## config.mk

```make
export PLATFORM = sky130hd
export DESIGN_NAME = pstc_cell
export DESIGN_NICKNAME = d
export VERILOG_FILES = /design/src/hw/rtl/pstc_pkg.sv /design/src/hw/rtl/pstc_cell.sv
export SDC_FILE = /design/constraint.sdc
export NUM_CORES = 1
export LEC_CHECK = 0
export BUFFER_PORTS_ARGS = -buffer_cell sky130_fd_sc_hd__buf_4
export CORE_MARGIN = 1.5
export CORE_UTILIZATION = 38
export CTS_CLUSTER_DIAMETER = 100
export DETAILED_ROUTE_END_ITERATION = 16
export PLACE_DENSITY = 0.7
export SLEW_MARGIN = 10
export SYNTH_ARGS = -nofsm -noshare
export SYNTH_HDL_FRONTEND = slang
export SYNTH_SLANG_ARGS = --single-unit
```

## constraint.sdc

```tcl
create_clock -name clk -period 12.2 [get_ports clk]
set_input_delay 1.22 -clock clk [delete_from_list [all_inputs] [get_ports clk]]
set_output_delay 1.22 -clock clk [all_outputs]
set_load 0.02 [all_outputs]
```

## src/hw/rtl/pstc_pkg.sv

```systemverilog
`timescale 1ns / 1ps
package pstc_pkg;

  localparam int unsigned TABLE_ENTRIES = 64;
  localparam int unsigned CNT_W = $clog2(TABLE_ENTRIES + 1);

  localparam logic [1:0] STATUS_HIT  = 2'd0;
  localparam logic [1:0] STATUS_NEW  = 2'd1;
  localparam logic [1:0] STATUS_DROP = 2'd2;

  typedef struct packed {
    logic [31:0] source_addr;
    logic [15:0] packet_length;
    logic [31:0] now_seconds;
  } pkt_t;

  typedef struct packed {
    logic [1:0]  status;
    logic [5:0]  entry_index;
    logic [31:0] packet_total;
    logic [47:0] byte_total;
  } res_t;

  typedef struct packed {
    logic [31:0] packets;
    logic [47:0] bytes;
  } tot_t;

  typedef struct packed {
    logic capture;
    logic used;
    logic upd;
    logic create;
  } cell_ctl_t;

endpackage

```

## src/hw/rtl/pstc_cell.sv

```systemverilog
`timescale 1ns / 1ps
module pstc_cell (
  input  logic               clk,
  input  logic               rst,
  input  pstc_pkg::cell_ctl_t ctl,
  input  pstc_pkg::pkt_t     cmp_item,
  input  pstc_pkg::pkt_t     new_item,
  input  logic [15:0]        window,
  input  logic               found_in,
  output logic               found_out,
  output logic               pick,
  output pstc_pkg::tot_t     tot
);

  logic [31:0] addr;
  logic [31:0] start;
  logic [31:0] packets;
  logic [47:0] bytes;
  logic        hit;
  logic [31:0] age;
  logic [31:0] pkt_base;
  logic [47:0] byte_base;
  logic [31:0] packets_next;
  logic [47:0] bytes_next;
  logic [48:0] byte_sum;

  assign age = cmp_item.now_seconds - start;

  always_ff @(posedge clk) begin
    if (rst) begin
      hit <= 1'b0;
    end else if (ctl.capture) begin
      hit <= ctl.used && (addr == cmp_item.source_addr) && (age < {16'd0, window});
    end
  end

  // lowest match wins: pass the claim down the chain
  assign pick      = hit & ~found_in;
  assign found_out = hit | found_in;

  always_comb begin
    pkt_base     = ctl.create ? 32'd0 : packets;
    byte_base    = ctl.create ? 48'd0 : bytes;
    packets_next = (pkt_base == 32'hFFFF_FFFF) ? pkt_base : pkt_base + 32'd1;
    byte_sum     = {1'b0, byte_base} + {33'd0, new_item.packet_length};
    bytes_next   = byte_sum[48] ? 48'hFFFF_FFFF_FFFF : byte_sum[47:0];
  end

  always_ff @(posedge clk) begin
    if (ctl.upd) begin
      packets <= packets_next;
      bytes   <= bytes_next;
      if (ctl.create) begin
        addr  <= new_item.source_addr;
        start <= new_item.now_seconds;
      end
    end
  end

  assign tot.packets = ctl.upd ? packets_next : 32'd0;
  assign tot.bytes   = ctl.upd ? bytes_next : 48'd0;

endmodule

```

## Word-level counts from Yosys, hierarchy flattened

Cells that the tools add are included.

- Register bits after elaboration: 145
- Bits of input ports: 183
- Output and inout port bits: 82
- Logic and storage cells: 23

- Add/subtract/negate cells: 3
- Magnitude comparators: 1
- Eq/ne operators: 2
- Multiplexer cells: 6
- Bitwise operators: 3
- Reduce and logical (&&, ||, !) cells: 3

Operators with widths:

| operator | number |
|---|---|
| 48-bit 2-to-1 mux | 3 |
| 32-bit 2-to-1 mux | 3 |
| 48-bit by 16-bit adder with 49-bit output | 1 |
| 32-bit by 1-bit adder with 32-bit output, second input constant | 1 |
| 32-bit equality test | 1 |
| 32-bit equality test, second input constant | 1 |
| 32-bit by 16-bit < comparator with 1-bit output | 1 |
| 32-bit subtractor | 1 |
| 1-bit logical AND | 2 |
| 2-bit AND reduction | 1 |
| 1-bit AND | 1 |
| 1-bit NOT | 1 |
| 1-bit OR | 1 |

## Logic depth before layout (Yosys ltp)

- Depth in word-level cells: 4
- Gate-level depth with buffers: 20
- Mapped depth without buffers: 20

## Least setup slack after synthesis

Ideal clock, no wire load.

- Path type: in2out
- Start point: input ctl[0] in the netlist's numbering
- End point: output tot[32] in the netlist's numbering
- Arrival time: 4.857 ns
- Required time: 10.980 ns
- Slack: 6.123 ns
- Stages on the path: 16
- Path buffers: 5
- Path through: buf_2 -> clkbuf_1 -> clkbuf_1 -> clkbuf_1 -> clkbuf_1 -> nor2b_1 -> ha_1 -> nor2b_1 -> o21ai_1 -> a21oi_1 -> o21a_1 -> o21a_1 -> o211ai_2 -> a211oi_2 -> nor2_1 -> a311oi_1

RTL lines:

| item | RTL line | text |
|---|---|---|
| from (decl) | pstc_cell.sv:5 | `input pstc_pkg::cell_ctl_t ctl,` |
| to (decl) | pstc_cell.sv:12 | `output pstc_pkg::tot_t tot` |

==> summary.txt <==
Clk Latency, worst-skew pair: 0.44 ns
Vias in the first global route: 8963
Grt total ovfl: 0
HP Start: hit
Minimum clock period: 6.76 ns
CTS Buf Count: 17
Core Area: 27000 µm²
HP Class: register to register
CTS tree: yes
Final Hold Viols: 0
Synth Area in Adders: 7.90%
First-pass GRT wire length: 46100 µm
# setup viols final: 0
Avg Synthesized Cell Area: 9.55 µm²
Req. time, crit path: 10.98 ns
Vias per cell: 5.39
Syn Std Cell Area: 10500 µm²
Post-Syn Nets: 1346
R2R Setup Slk: 7.79 ns
Max Fclk: 148 MHz
Total number of vias: 9099
DRC: 0
FILL cells: 2527
WS Path Type: input pin to primary output
Clock Tree Root: clkbuf_16
Final worst setup slack: 5.44 ns
Largest net degree at the start of global routing: 65
Clk sinks: 145
Leak: 5.56 nW
Type of origin of the critical path: input pin
Period utilization: 55.4%
Yosys reg bits: 145
Reg2reg end: hit
1st-iter DRT viols: 647
GR Util All Layers: 20.3%
Slew Limit Fails: 0
Compound-Gate Fraction of Synth Area: 14.7%
Register area share after synthesis: 41.4%
Place WS: 5.48 ns
Wire per inst: 17.0 µm
Post-Route WL: 28700 µm
VDD IR max: 0.104 mV
Initial antenna violation count: 0
Launch point of the worst reg-to-reg path: start[0]
Mux share of post-synthesis cell area: 1.18%
R2R cell count: 17
Nets: 1581
Die area: 28600 µm²
Setup TNS: 0 ns
Floorplan row count: 60
Worst Tran Pin Value: 0.940 ns
HPWL Detailed: 21200 µm
Post-cts hold buffer count: 0
Arrival time at the worst endpoint: 5.54 ns
Critical-path top delay cell: buf_4
Setup bufs post-CTS: 0
Area occupied by multi-input gates: 5720 µm²
Final Wtd Congestion: 0.926
Post-route ant nets: 0
Initial core utilization: 38.8%
CP max stage delay: 0.59 ns
Post-synth EDFFs: 144
Final core utilization: 49.0%
Post-Synth Simple-Gate Area: 21.2%
Clock skew: 0.0214 ns
N_diodes: 0
Worst relative slew slack: 37.4%
Die Height: 169 µm
Most frequent CP cell: buf_4
Status: finished, final reports clean
Non-filler cells, final: 1687
Main combinational cell family by area after synthesis: simple AND/OR/NAND/NOR gates
# IOs: 265
Synthesized instance count: 1098
Hold path depth: 2
PortBufs: 248
Top_reg_cell synth: edfxtp_1
Worst-path fanout max: 56
Reg area: 4340 µm²
Post-synth cell types: 83
Hold endpoint: hit
H-tree depth: 4
Ys async rst share: 0%
Post-CTS sizing: 0
Pwr/cell area: 116 nW/µm²
Placed insts: 1655
Max-Cap Viols: 0
First-pass detailed-route iteration total: 5
XOR/XNOR Fraction of Synth Area: 9.44%
CP endpoint kind: primary output
Worst-path cell chain: buf_4, buf_4, nor2b_1, ha_1, a21o_1, a21o_1, a21oi_1, o21ai_1, nand2_1, inv_1, o2111ai_4, buf_4, a21oi_1, buf_4
Layout cells sized above 1: 23.4%
Yosys Warn Count: 0
Chip Width: 169 µm
Area Growth Syn to Fin: 26.2%
Clk buf depth: 2
Worst-path clk slew: 0.06 ns
RSZ-0062 raised after global routing: no
## placed cells by master, fill, tap and decap left out, types with 8 or more instances in the layout
cell	n
buf_4	254
xor2_1	46
nand2_1	84
nand3_1	40
nor4_1	10
a21o_1	16
edfxtp_1	144
clkbuf_16	17
o211ai_1	8
and3_1	12
nor2_1	90
o21ai_0	27
nand4_1	22
inv_1	73
o21a_1	9
nor2b_1	40
o21ai_1	11
a21oi_1	76
ha_1	63
a31oi_1	13
nand2b_1	24
xnor2_1	67
and2_1	21
mux2i_1	9
a211oi_1	10
nor3_1	35
## registers in the layout (all words and copies together), names as in the netlist
register  cells
bytes        48
addr         32
packets      32
start        32
hit           1
## report_power, final
group / switching, mW / internal [mW] / leakage [nW]
clock: 0.234 / 0.284 / 0.267
combinational: 0.220 / 0.178 / 3.87
sequential: 0.0178 / 0.595 / 1.42
total: 0.472 / 1.06 / 5.56
## worst max-delay path: cells and delay by family
family	cells	cell delay (ns)
buf+inv	5	1.92
simple gates	2	0.36
compound gates	6	1.56
fa+ha+maj	1	0.40
## through the flow
step | power, mW | instance area [µm²] | hold WS, ns
after floorplan | 0.881 | 10500 | 0.429
final | 1.53 | 13200 | 0.495
after global placement | 1.01 | 12700 | 0.465
after detailed placement | 1.02 | 12700 | 0.492
after global routing | 1.61 | 13200 | 0.512
after CTS | 1.54 | 13200 | 0.500
## synth_stat cells, types with 4 or more instances
cell,number,share of area [%]
a2111oi_0,6,0.50
a211o_1,4,0.33
a211oi_1,10,0.72
a21boi_0,4,0.29
a21o_1,16,1.1
a21oi_1,76,3.6
a311oi_1,4,0.33
a31oi_1,13,0.78
a41oi_1,4,0.33
and2_1,22,1.3
and3_1,12,0.72
and4_1,4,0.33
buf_1,4,0.14
buf_2,7,0.33
clkbuf_1,26,0.93
edfxtp_1,144,41
ha_1,63,7.5
inv_1,73,2.6
mux2i_1,9,0.86
nand2_1,84,3.0
nand2b_1,24,1.4
nand3_1,40,1.9
nand4_1,22,1.3
nor2_1,90,3.2
nor2b_1,40,2.4
nor3_1,35,1.7
nor4_1,10,0.60
o2111ai_1,6,0.50
o211ai_1,8,0.57
o21a_1,9,0.64
o21ai_0,27,1.3
o21ai_1,11,0.53
or2_1,4,0.24
or2_2,5,0.30
or3_1,7,0.42
xnor2_1,67,5.6
xor2_1,46,3.8
## cells by family (layout without fill, tap and decap cells)
group / after synthesis / in the layout
compound gates: 230 / 230
xor+xnor: 113 / 113
fa+ha+maj: 65 / 65
buf+inv: 113 / 361
flops: 145 / 145
mux: 12 / 12
simple gates: 420 / 420
## layer usage
metal / track usage [%] / up-vias / share of wire [%]
li1: - / 4461 / -
met2: 34.8 / 316 / 48
met4: 5.93 / 0 / 1.6
met3: 3.62 / 36 / 5.9
met1: 26.2 / 4286 / 44
met5: 0 / - / 0
## layout make-up
class                           count  area share (%)
Multi-Input combinational cell    840            43.2
Sequential cell                   145            32.8
Timing Repair Buffer              254            14.4
Clock buffer                       18            3.24
Tap cell                          341            3.22
Inverter                           75            2.13
Clock inverter                     14           0.974
## how the worst max path moves through the flow
| stage | endpoint | cells past startpoint | start | slack [ns] |
|---|---|---|---|---|
| final | tot[17] | 14 | ctl[0] | 5.44 |
| after global placement | tot[28] | 14 | ctl[0] | 5.53 |
| after CTS | tot[17] | 14 | ctl[0] | 5.47 |
| after floorplan | tot[32] | 16 | ctl[0] | 6.12 |
| after detailed placement | tot[17] | 14 | ctl[0] | 5.48 |
| after global routing | tot[17] | 14 | ctl[0] | 5.08 |
Power figures use the tool's default switching activity.
